## src/hdl/lps_pkg.sv

```systemverilog
// Shared types and constants for the LRU page replacement stack.
// Holds the cell control and status structs and the fixed field widths.
// No dependencies; every other file imports this package.
package lps_pkg;

    localparam int CFG_W   = 5;
    localparam int DEPTH_W = 4;
    localparam int OCC_W   = 5;
    localparam int FAULT_W = 32;

    localparam logic [CFG_W-1:0]   CFG_RESET = 5'd16;
    localparam logic [FAULT_W-1:0] FAULT_MAX = 32'hFFFF_FFFF;

    // Per-cell control from the top level for the compare/shift cycle.
    typedef struct packed {
        logic resident;
        logic shift;
    } cell_ctrl_t;

    // Per-cell status; hit_out ripples down the chain to the next cell.
    typedef struct packed {
        logic first;
        logic hit_out;
    } cell_stat_t;

endpackage

```

## src/hdl/lps_cell.sv

```systemverilog
// One stack position of the LRU page replacement stack.
// Holds a page number, compares it with the referenced page and takes its
// upper neighbor's entry when told to shift. Depends on lps_pkg.
module lps_cell #(
    parameter int PAGE_WIDTH = 16
) (
    input  logic                  clk,
    input  logic [PAGE_WIDTH-1:0] page,
    input  logic [PAGE_WIDTH-1:0] left,
    input  lps_pkg::cell_ctrl_t   ctrl,
    input  logic                  hit_in,
    output logic [PAGE_WIDTH-1:0] entry,
    output lps_pkg::cell_stat_t   stat
);
    import lps_pkg::*;

    logic [PAGE_WIDTH-1:0] entry_reg;
    logic [PAGE_WIDTH-1:0] entry_next;
    logic                  match;

    assign match = ctrl.resident && (entry_reg == page);

    // Only the topmost matching cell is the hit; cells below see hit_in set.
    assign stat.first   = match && !hit_in;
    assign stat.hit_out = match || hit_in;

    assign entry_next = ctrl.shift ? left : entry_reg;
    assign entry      = entry_reg;

    always_ff @(posedge clk)
    begin
        entry_reg <= entry_next;
    end

endmodule

```

## src/hdl/lru_page_replacement_stack.sv

```systemverilog
// LRU stack page replacement: a chain of cells, most recent page on top.
// start is registered into busy and busy into done; busy is high for the
// one compare/shift cycle, and no new page is accepted while busy is high.
// In that cycle the cells compare and shift down to the hit or stack end.
// Reset clears occupancy, the fault total and sets the frame limit to 16;
// stack entries are not cleared.
module lru_page_replacement_stack #(
    parameter int MAX_FRAMES = 16,
    parameter int PAGE_WIDTH = 16
) (
    input  logic                          clk,
    input  logic                          rst_n,
    input  logic                          start,
    output logic                          busy,
    input  logic [PAGE_WIDTH-1:0]         page_number,
    input  logic                          cfg_we,
    input  logic [lps_pkg::CFG_W-1:0]     cfg_data,
    output logic                          done,
    output logic                          page_fault,
    output logic [lps_pkg::DEPTH_W-1:0]   hit_depth,
    output logic                          evict_valid,
    output logic [PAGE_WIDTH-1:0]         evicted_page,
    output logic [lps_pkg::OCC_W-1:0]     occupancy,
    output logic [lps_pkg::FAULT_W-1:0]   fault_total
);
    import lps_pkg::*;

    localparam int CNT_W = $clog2(MAX_FRAMES + 1);
    localparam int CMP_W = ((CNT_W > CFG_W) ? CNT_W : CFG_W) + 1;

    logic                  act_reg, act_next;
    logic                  done_reg, done_next;
    logic [PAGE_WIDTH-1:0] page_reg, page_next;
    logic [CFG_W-1:0]      cfg_reg, cfg_next;
    logic [CNT_W-1:0]      count_reg, count_next;
    logic [FAULT_W-1:0]    fault_cnt_reg, fault_cnt_next;
    logic                  fault_reg, fault_next;
    logic [DEPTH_W-1:0]    depth_reg, depth_next;
    logic                  evict_reg, evict_next;
    logic [PAGE_WIDTH-1:0] ev_page_reg, ev_page_next;

    logic [PAGE_WIDTH-1:0] entry_w [MAX_FRAMES];
    cell_ctrl_t            ctrl_w  [MAX_FRAMES];
    cell_stat_t            stat_w  [MAX_FRAMES];

    logic                  accept;
    logic                  hit;
    logic                  evict;
    logic [CNT_W-1:0]      pos;
    logic [CMP_W-1:0]      limit;
    logic [CNT_W-1:0]      cnt_kept;
    logic [CNT_W-1:0]      shift_lim;
    logic [PAGE_WIDTH-1:0] bottom_page;

    assign accept = start && !act_reg;

    // The cell chain; cell 0 loads the referenced page whenever it shifts.
    for (genvar i = 0; i < MAX_FRAMES; i++) begin : g_cell
        logic [PAGE_WIDTH-1:0] left_w;
        logic                  hit_in_w;

        if (i == 0) begin : g_top
            assign left_w   = page_reg;
            assign hit_in_w = 1'b0;
        end else begin : g_below
            assign left_w   = entry_w[i-1];
            assign hit_in_w = stat_w[i-1].hit_out;
        end

        assign ctrl_w[i].resident = CNT_W'(i) < count_reg;
        assign ctrl_w[i].shift    = act_reg && ((i == 0) || (CNT_W'(i) <= shift_lim));

        lps_cell #(
            .PAGE_WIDTH(PAGE_WIDTH)
        ) u_cell (
            .clk    (clk),
            .page   (page_reg),
            .left   (left_w),
            .ctrl   (ctrl_w[i]),
            .hit_in (hit_in_w),
            .entry  (entry_w[i]),
            .stat   (stat_w[i])
        );
    end

    assign hit = stat_w[MAX_FRAMES-1].hit_out;

    always_comb
    begin
        pos         = '0;
        bottom_page = '0;
        for (int i = 0; i < MAX_FRAMES; i++)
        begin
            if (stat_w[i].first)
            begin
                pos = pos | CNT_W'(i);
            end
            if (CNT_W'(i + 1) == count_reg)
            begin
                bottom_page = bottom_page | entry_w[i];
            end
        end
    end

    // A limit of zero acts as one; above the stack depth it acts as full depth.
    always_comb
    begin
        if (cfg_reg == '0)
        begin
            limit = CMP_W'(1);
        end
        else if (CMP_W'(cfg_reg) > CMP_W'(MAX_FRAMES))
        begin
            limit = CMP_W'(MAX_FRAMES);
        end
        else
        begin
            limit = CMP_W'(cfg_reg);
        end
    end

    assign evict     = !hit && (CMP_W'(count_reg) >= limit);
    assign cnt_kept  = evict ? (count_reg - CNT_W'(1)) : count_reg;
    assign shift_lim = hit ? pos : cnt_kept;

    always_comb
    begin
        act_next       = accept;
        done_next      = act_reg;
        page_next      = accept ? page_number : page_reg;
        cfg_next       = cfg_we ? cfg_data : cfg_reg;
        count_next     = count_reg;
        fault_cnt_next = fault_cnt_reg;
        fault_next     = fault_reg;
        depth_next     = depth_reg;
        evict_next     = evict_reg;
        ev_page_next   = ev_page_reg;
        if (act_reg)
        begin
            fault_next   = !hit;
            depth_next   = hit ? DEPTH_W'(pos) : '0;
            evict_next   = evict;
            ev_page_next = evict ? bottom_page : '0;
            if (!hit)
            begin
                count_next = cnt_kept + CNT_W'(1);
                if (fault_cnt_reg != FAULT_MAX)
                begin
                    fault_cnt_next = fault_cnt_reg + FAULT_W'(1);
                end
            end
        end
    end

    always_ff @(posedge clk or negedge rst_n)
    begin
        if (!rst_n)
        begin
            act_reg       <= 1'b0;
            done_reg      <= 1'b0;
            cfg_reg       <= CFG_RESET;
            count_reg     <= '0;
            fault_cnt_reg <= '0;
        end
        else
        begin
            act_reg       <= act_next;
            done_reg      <= done_next;
            cfg_reg       <= cfg_next;
            count_reg     <= count_next;
            fault_cnt_reg <= fault_cnt_next;
        end
    end

    always_ff @(posedge clk)
    begin
        page_reg    <= page_next;
        fault_reg   <= fault_next;
        depth_reg   <= depth_next;
        evict_reg   <= evict_next;
        ev_page_reg <= ev_page_next;
    end

    assign busy         = act_reg;
    assign done         = done_reg;
    assign page_fault   = fault_reg;
    assign hit_depth    = depth_reg;
    assign evict_valid  = evict_reg;
    assign evicted_page = ev_page_reg;
    assign occupancy    = OCC_W'(count_reg);
    assign fault_total  = fault_cnt_reg;

endmodule

```

## config.mk

```make
export PLATFORM = sky130hd
export DESIGN_NAME = lru_page_replacement_stack
export DESIGN_NICKNAME = d
export VERILOG_FILES = /design/src/hdl/lps_pkg.sv /design/src/hdl/lps_cell.sv /design/src/hdl/lru_page_replacement_stack.sv
export SDC_FILE = /design/constraint.sdc
export NUM_CORES = 1
export LEC_CHECK = 0
export BUFFER_PORTS_ARGS = -buffer_cell sky130_fd_sc_hd__buf_4
export CAP_MARGIN = 20
export CORE_ASPECT_RATIO = 2
export CORE_MARGIN = 1
export CORE_UTILIZATION = 40
export DETAILED_ROUTE_END_ITERATION = 7
export GPL_ROUTABILITY_DRIVEN = 0
export GPL_TIMING_DRIVEN = 0
export PLACE_DENSITY = 0.62
export SYNTH_ARGS = -nofsm -noshare
export SYNTH_HDL_FRONTEND = slang
export SYNTH_SLANG_ARGS = --single-unit
```

## constraint.sdc

```tcl
create_clock -name clk -period 4.25 [get_ports clk]
set_clock_uncertainty 0.2 [all_clocks]
set_input_delay 0.85 -clock clk [delete_from_list [all_inputs] [get_ports clk]]
set_output_delay 0.85 -clock clk [all_outputs]
set_load 0.05 [all_outputs]
```

==> results of run 1 <==
-- power groups by stage --
| stage | clock network (mW) | logic (mW) | registers (mW) |
|---|---|---|---|
| after floorplan | 0 | 2.34 | 6.01 |
| after global routing | 2.92 | 5.73 | 6.24 |
| after CTS | 2.82 | 4.85 | 6.12 |
| after global placement | 0 | 4.35 | 6.16 |
| final | 2.79 | 5.57 | 6.21 |
| after detailed placement | 0 | 4.60 | 6.15 |
-- stage by stage --
stage,hold slack (ns),cells
global placement,0.226,1858
finish,0.0546,1966
global route,0.105,1966
detailed placement,0.237,1872
floorplan,0.221,1243
CTS,0.0723,1939
-- final cells by class --
cell class	instances	area [um^2]	area share
clock inverter	22	211	0.0106
inverter	17	77.6	0.00388
sequential	338	9930	0.497
timing repair buffer	138	1190	0.0596
multi-input combinational	819	6690	0.335
tap	530	663	0.0332
clock buffer	34	766	0.0383
buffer	68	462	0.0231
-- worst reg2reg max path, stage by stage (launching register included) --
cell and delay [ns]:
edfxtp_1 0.39, buf_4 0.20, xnor2_1 0.62, nand4_1 0.27, nor3_4 0.40, and2_1 0.29, nor4_4 0.09, nand4_4 0.14
inv_4 0.10, or3_4 0.35, nor2_4 0.19, o211ai_1 0.22, o21ai_4 0.25, buf_12 0.16, buf_12 0.16
-- worst max-delay path by stage --
stage	from	to	slack, ns	depth (start not counted)
after detailed placement	g_cell[0].left_w[12]	g_cell[6].u_cell.entry[4]	-0.97	12
after global routing	g_cell[0].left_w[14]	g_cell[7].u_cell.entry[3]	-0.13	14
after global placement	g_cell[0].left_w[4]	g_cell[7].u_cell.entry[14]	-1.81	12
after floorplan	occupancy[0]	g_cell[15].u_cell.entry[0]	0.07	12
final	g_cell[0].left_w[14]	g_cell[7].u_cell.entry[13]	-0.09	14
after CTS	occupancy[0]	g_cell[6].u_cell.entry[13]	-0.05	13
-- cell families (layout without fill, tap and decap cells) --
| family | count (synthesis) | after routing |
|---|---|---|
| compound gates | 183 | 183 |
| flops | 338 | 338 |
| fa+ha+maj | 12 | 12 |
| xor+xnor | 296 | 296 |
| buf+inv | 86 | 279 |
| simple gates | 323 | 323 |
| mux | 5 | 5 |
-- placed cells by master, fill, tap and decap left out, types with 7 or more instances in the layout --
cell type     n
edfxtp_1    294
xor2_1      146
buf_4       134
xnor2_1     120
a22oi_1     100
nor2_1       71
nand4_1      63
nand2_1      48
dfrtp_1      42
nand3_1      33
clkbuf_1     32
clkbuf_16    31
nor4_1       20
buf_6        19
xnor2_2      14
a22o_1       14
a221oi_1     14
nor4_4       12
and3_1       12
inv_1        11
ha_1         11
buf_8        11
nor3_1       10
xnor2_4       9
a21oi_2       9
a21oi_1       7
xor2_2        7
o21ai_0       7
clkinvlp_4    7
-- timing repair --
item                                    in CTS  in global routing
gates resized for setup                     59                 54
hold buffers                                 0                  0
endpoints found under the setup margin     243                228
buffers inserted                            11                 25
gates cloned                                 0                  1
pin swaps                                   12                 20
-- metal layers --
layer	wire length, um	vias up	global-route usage	part of all wire
li1	-	4981	-	-
met1	19800	5976	0.317	0.30
met2	32400	972	0.546	0.48
met3	6210	363	0.0701	0.093
met4	8610	0	0.325	0.13
met5	0	-	0	0
==> reports/qor.yml, run 1 <==
clock_tree:
  root_buffer: "clkbuf_16"
  ctsLongestPathBuffers: 3
  cts_tree: "yes"
  numCtsBuffers: 30
  cts.reportedPaths.clkPinSlew_ns: 0.07
  clock_latency_ns: 0.61
  cts_max_level: 1
  cts_sinks: 338
placed_design:
  hpwlAfterDp_mm: 49.4
  placed_area_mm2: 0.0179
  place_ws_ns: -0.968
  io_buffers: 85
detailed_routing:
  final_antenna_net_count: 0
  drc: 0
  drt_iter0_markers: 1502
  finalWirelength_mm: 67.0
  drt-vias-per-instance: 6.25
  num_vias: 12300
  drt-wirelength-per-cell_um: 34.1
  firstDrtPassIters: 6
die:
  ioPinCount: 86
  dieArea_mm2: 0.0418
  coreArea_mm2: 0.0403
  start_util: 0.406
  row_count: 104
  die_width_um: 145
  die_h_um: 288
timing:
  final.setup.worst_slack_ns: -0.0934
  fin_crit_ns: 4.34
  rsz0062_at_grt: "true"
  fin_crit_sh: 1.02
  slew_headroom: 0.252
  hold_violations: 0
  slew_violations: 0
  tns_ns: -1.08
  maxClockFrequency_mhz: 230
  tightest_slew_ns: 1.12
  setup_violations: 16
critical_path:
  r2r_end: "g_cell[7].u_cell.entry[13]"
  critical_path_arrival_ns: 4.44
  max_stage_delay_ns: 0.62
  timing.critical_path.buf_inv: 4
  crit_chain: "buf_4 -> xnor2_1 -> nand4_1 -> nor3_4 -> and2_1 -> nor4_4 -> nand4_4 -> inv_4 -> or3_4 -> nor2_4 -> o211ai_1 -> o21ai_4 -> buf_12 -> buf_12"
  slowest_stage: "xnor2_1"
  worstPathRequired_ns: 4.34
  cp_common_cell: "buf_12"
  path_class: "register to register"
  end_kind: "register"
  reg2regPathDepth: 14
  r2r-start: "g_cell[0].left_w[14]"
  start_kind: "register"
  cp_max_fo: 7
  rrSetupSlack_ns: -0.09
  path_delay_family: "simple AND/OR/NAND/NOR gates"
final_layout:
  final_core_util: 0.496
  fin_area_mm2: 0.0200
  diodes: 0
  layout-drive-gt1-share: 0.235
  final_nets: 1449
  fillerInstances: 3595
  synthToLayoutAreaGrowth_pct: 22.1
  largest_reg_flops: 256
power:
  p_switching_mw: 6.24
  power.share.sequential: 0.426
  clkPwrFrac: 0.192
  total_power_mw: 14.6
  cellLeakagePower_nw: 7.11
  internal_power_mw: 8.34
  p_comb_frac: 0.382
  p_per_area_mw_per_mm2: 729
  switching_share: 0.428
  irDropWorstVdd_mv: 0.366
yosys:
  yosys.cell_count.top_type: "edfxtp_1"
  synthTopCellsByCount: "294 x edfxtp_1, 153 x xor2_1, 143 x xnor2_1"
  synth.area.mux_share: 0.00344
  seq_area_frac_synth: 0.606
  syn_avg_cell_area_um2: 13.2
  synth_xor_xnor_area_share: 0.158
  synth_edf_count: 294
  syn_area_mm2: 0.0164
  ys_types: 63
  synth_largest_area_cell: "edfxtp_1"
  synth_nets: 1280
  synth_fa_ha_area_frac: 0.00917
  synth_ff_type: "edfxtp_1"
  synth_top_family_by_area: "XOR/XNOR gates"
  synth_seq_cells: 338
  synth-compound-area-share: 0.0842
  synthTopCellsByArea: "edfxtp_1 54%, xor2_1 8.2%, xnor2_1 7.6%"
  netlist.area_leader.share: 0.539
  syn_inst: 1243
  yosys.area_share.simple: 0.107
  async_reset_ff_frac: 0.130
  yosysWarnings: 0
status:
  status: "complete, but fails checks"
  failed_checks: "setup timing"
grt:
  gr-total-overflow: 0
  grt_use_total: 0.320
  first_global_vias: 12200
  grt_antenna_before_repair: 0
  grt_pass1_wl_mm: 92.0
  grt_max_degree: 45
worst_hold_path:
  min_path_type: "primary input to asynchronous set/reset pin"
run:
  maxCapViolCount: 0
No activity file was read; power rests on OpenSTA's default activity.
==> run 2: changes to the inputs <==
- BUFFER_PORTS_ARGS: -buffer_cell sky130_fd_sc_hd__buf_4 -> -buffer_cell sky130_fd_sc_hd__buf_2
==> run 2 against run 1 <==
  * The flow still finishes with violations (setup timing)
  * Register-to-register slack improved by 0.09 ns
  * Sequential cell count unchanged
  * Non-clock buffer count decreased by 6
  * Sequential share of layout area increased by 0.68 points
  * Die area unchanged
  * Global-route usage decreased by 0.17 points
  * Design area decreased by 1.3%
  * Wire length decreased by 0.88%
  * Largest cell class unchanged
  * Largest power group unchanged
  * Highest routed layer unchanged
==> reports/qor.yml, run 2 (synthesized netlist as in run 1, its figures left out) <==
detailed_routing:
  num_vias: 12200  # -0.35%
  drt-vias-per-instance: 6.25  # about the same
  drc: 0  # unchanged
  final_antenna_net_count: 0  # unchanged
  drt_iter0_markers: 1625  # +8.2%
  finalWirelength_mm: 66.4  # -0.88%
  drt-wirelength-per-cell_um: 33.9  # -0.58%
  firstDrtPassIters: 7  # +1
final_layout:
  layout_common_cells: "294 x edfxtp_1, 147 x xor2_1, 124 x xnor2_1, 100 x a22oi_1, 89 x buf_2"
  fin_cells: 1960  # -0.31%
  final_nets: 1443  # -0.41%
  diodes: 0  # unchanged
  fillerInstances: 3604  # +0.25%
  layout-drive-gt1-share: 0.227  # -0.00810
  largest_reg_flops: 256  # unchanged
  fin_area_mm2: 0.0197  # -1.3%
  final_common_cell: "edfxtp_1"
  synthToLayoutAreaGrowth_pct: 20.4
power:
  irDropWorstVdd_mv: 0.397  # +8.4%
  clkPwrFrac: 0.205  # +0.013
  p_per_area_mw_per_mm2: 737  # +1.2%
  internal_power_mw: 8.36  # +0.30%
  p_comb_frac: 0.370  # -0.012
  cellLeakagePower_nw: 7.05  # -0.81%
  power.share.sequential: 0.426  # about the same
  switching_share: 0.425  # -0.00286
  p_switching_mw: 6.18  # -0.87%
timing:
  fin_crit_sh: 1.00  # -0.0210
  final.setup.worst_slack_ns: -0.00431  # +0.0891 ns
  slew_violations: 0  # unchanged
  setup_violations: 4  # -12
  maxClockFrequency_mhz: 235  # +2.1%
  rsz0062_at_grt: "true"
  fin_crit_ns: 4.25  # -0.0891 ns
  slew_headroom: 0.166  # -0.0853
  tightest_slew_ns: 1.25  # +0.128 ns
  hold_violations: 0  # unchanged
grt:
  grt_pass1_wl_mm: 91.6  # -0.51%
  grt_antenna_before_repair: 0  # unchanged
  gr-total-overflow: 0  # unchanged
  first_global_vias: 12200  # -0.025%
  grt_max_degree: 45  # unchanged
  grt_use_total: 0.318  # -0.00168
die:
  dieArea_mm2: 0.0418  # unchanged
  coreArea_mm2: 0.0403  # unchanged
  ioPinCount: 86  # unchanged
  die_width_um: 145  # unchanged
  row_count: 104  # unchanged
  start_util: 0.406  # unchanged
  die_h_um: 288  # unchanged
status:
  failed_checks: "setup timing"
  status: "complete, but fails checks"
critical_path:
  start_kind: "register"
  worstPathRequired_ns: 4.28  # -0.06 ns
  rrSetupSlack_ns: -0.004  # +0.09 ns
  cp_max_fo: 16  # +9
  end_kind: "register"
  path_class: "register to register"
  critical_path_arrival_ns: 4.29  # -0.15 ns
clock_tree:
  root_buffer: "clkbuf_16"
  cts.reportedPaths.clkPinSlew_ns: 0.07  # about the same
  numCtsBuffers: 30  # unchanged
  cts_max_level: 1  # unchanged
  ctsLongestPathBuffers: 3  # unchanged
  cts_sinks: 338  # unchanged
  clock_latency_ns: 0.60  # about the same
  cts_tree: "yes"
placed_design:
  place_ws_ns: -0.965  # +0.00334 ns
  placed_area_mm2: 0.0177  # -1.1%
  hpwlAfterDp_mm: 49.1  # -0.63%
  io_buffers: 85  # unchanged
  dp_cells: 1872  # unchanged
run:
  maxCapViolCount: 0  # unchanged
worst_hold_path:
  min_path_type: "primary input to register"
run 2: per-layer routing:
| metal | wire length (um) | up-vias | share of wire | track usage |
|---|---|---|---|---|
| met5 | 0 | - | 0 | 0 |
| met4 | 7700 | 0 | 0.12 | 0.287 |
| met3 | 6310 | 333 | 0.095 | 0.0782 |
| met2 | 32600 | 978 | 0.49 | 0.559 |
| met1 | 19800 | 5958 | 0.30 | 0.311 |
| li1 | - | 4980 | - | - |
run 2: worst paths after layout:
check	from	endpoint	cells past startpoint
max	g_cell[0].left_w[12]	g_cell[6].u_cell.entry[4]	14
min	page_number[1]	g_cell[0].left_w[1]	1
max reg2reg	g_cell[0].left_w[12]	g_cell[6].u_cell.entry[4]	14
min reg2reg	g_cell[0].left_w[10]	g_cell[0].u_cell.entry[10]	0
max in group asynchronous	rst_n	busy	3
min in group asynchronous	rst_n	cfg_reg[2]	2
run 2: layout make-up:
| class | instances | area (um^2) | share of cell area |
|---|---|---|---|
| clock buffer | 37 | 798 | 0.0405 |
| clock inverter | 19 | 244 | 0.0124 |
| multi-input combinational | 819 | 6610 | 0.335 |
| timing repair buffer | 131 | 920 | 0.0466 |
| tap | 530 | 663 | 0.0336 |
| sequential | 338 | 9930 | 0.503 |
| buffer | 69 | 482 | 0.0244 |
| inverter | 17 | 73.8 | 0.00374 |
run 2: critical path, stage by stage (launching register included):
cell and delay (ns):
edfxtp_1 0.39, buf_4 0.20, buf_6 0.19, xnor2_4 0.25, nand4_1 0.23, nor4_4 0.52
nand3_2 0.19, and4_4 0.22, nand4_2 0.14, inv_4 0.11, or3_1 0.37, nor2_4 0.18
o211ai_1 0.15, buf_4 0.22, nand2_4 0.29
run 2: power by group through the flow:
stage / clock network, mW / logic (mW) / registers [mW]
4_1_cts: 3.00 / 4.85 / 6.09
2_1_floorplan: 0 / 2.34 / 6.01
3_3_place_gp: 0 / 4.28 / 6.16
3_5_place_dp: 0 / 4.55 / 6.14
6_report: 2.98 / 5.38 / 6.19
5_1_grt: 3.11 / 5.53 / 6.22
run 2: repair_timing:
item | in CTS | in global routing
pin swaps | 16 | 18
hold buffers | 0 | 1
hold endpoints to repair | 0 | 7
resized for setup | 60 | 48
endpoints found under the setup margin | 238 | 236
setup buffers | 10 | 19
run 2: stage by stage:
step | utilization | hold slack, ns | TNS [ns] | power (mW)
after detailed placement | 0.440 | 0.236 | -126.97 | 10.7
after global routing | 0.489 | 0.227 | -0.913 | 14.8
after CTS | 0.478 | 0.221 | -0.457 | 13.9
after floorplan | - | 0.221 | 0 | 8.35
final | 0.489 | 0.225 | -0.0132 | 14.5
after global placement | 0.433 | 0.227 | -297.39 | 10.4
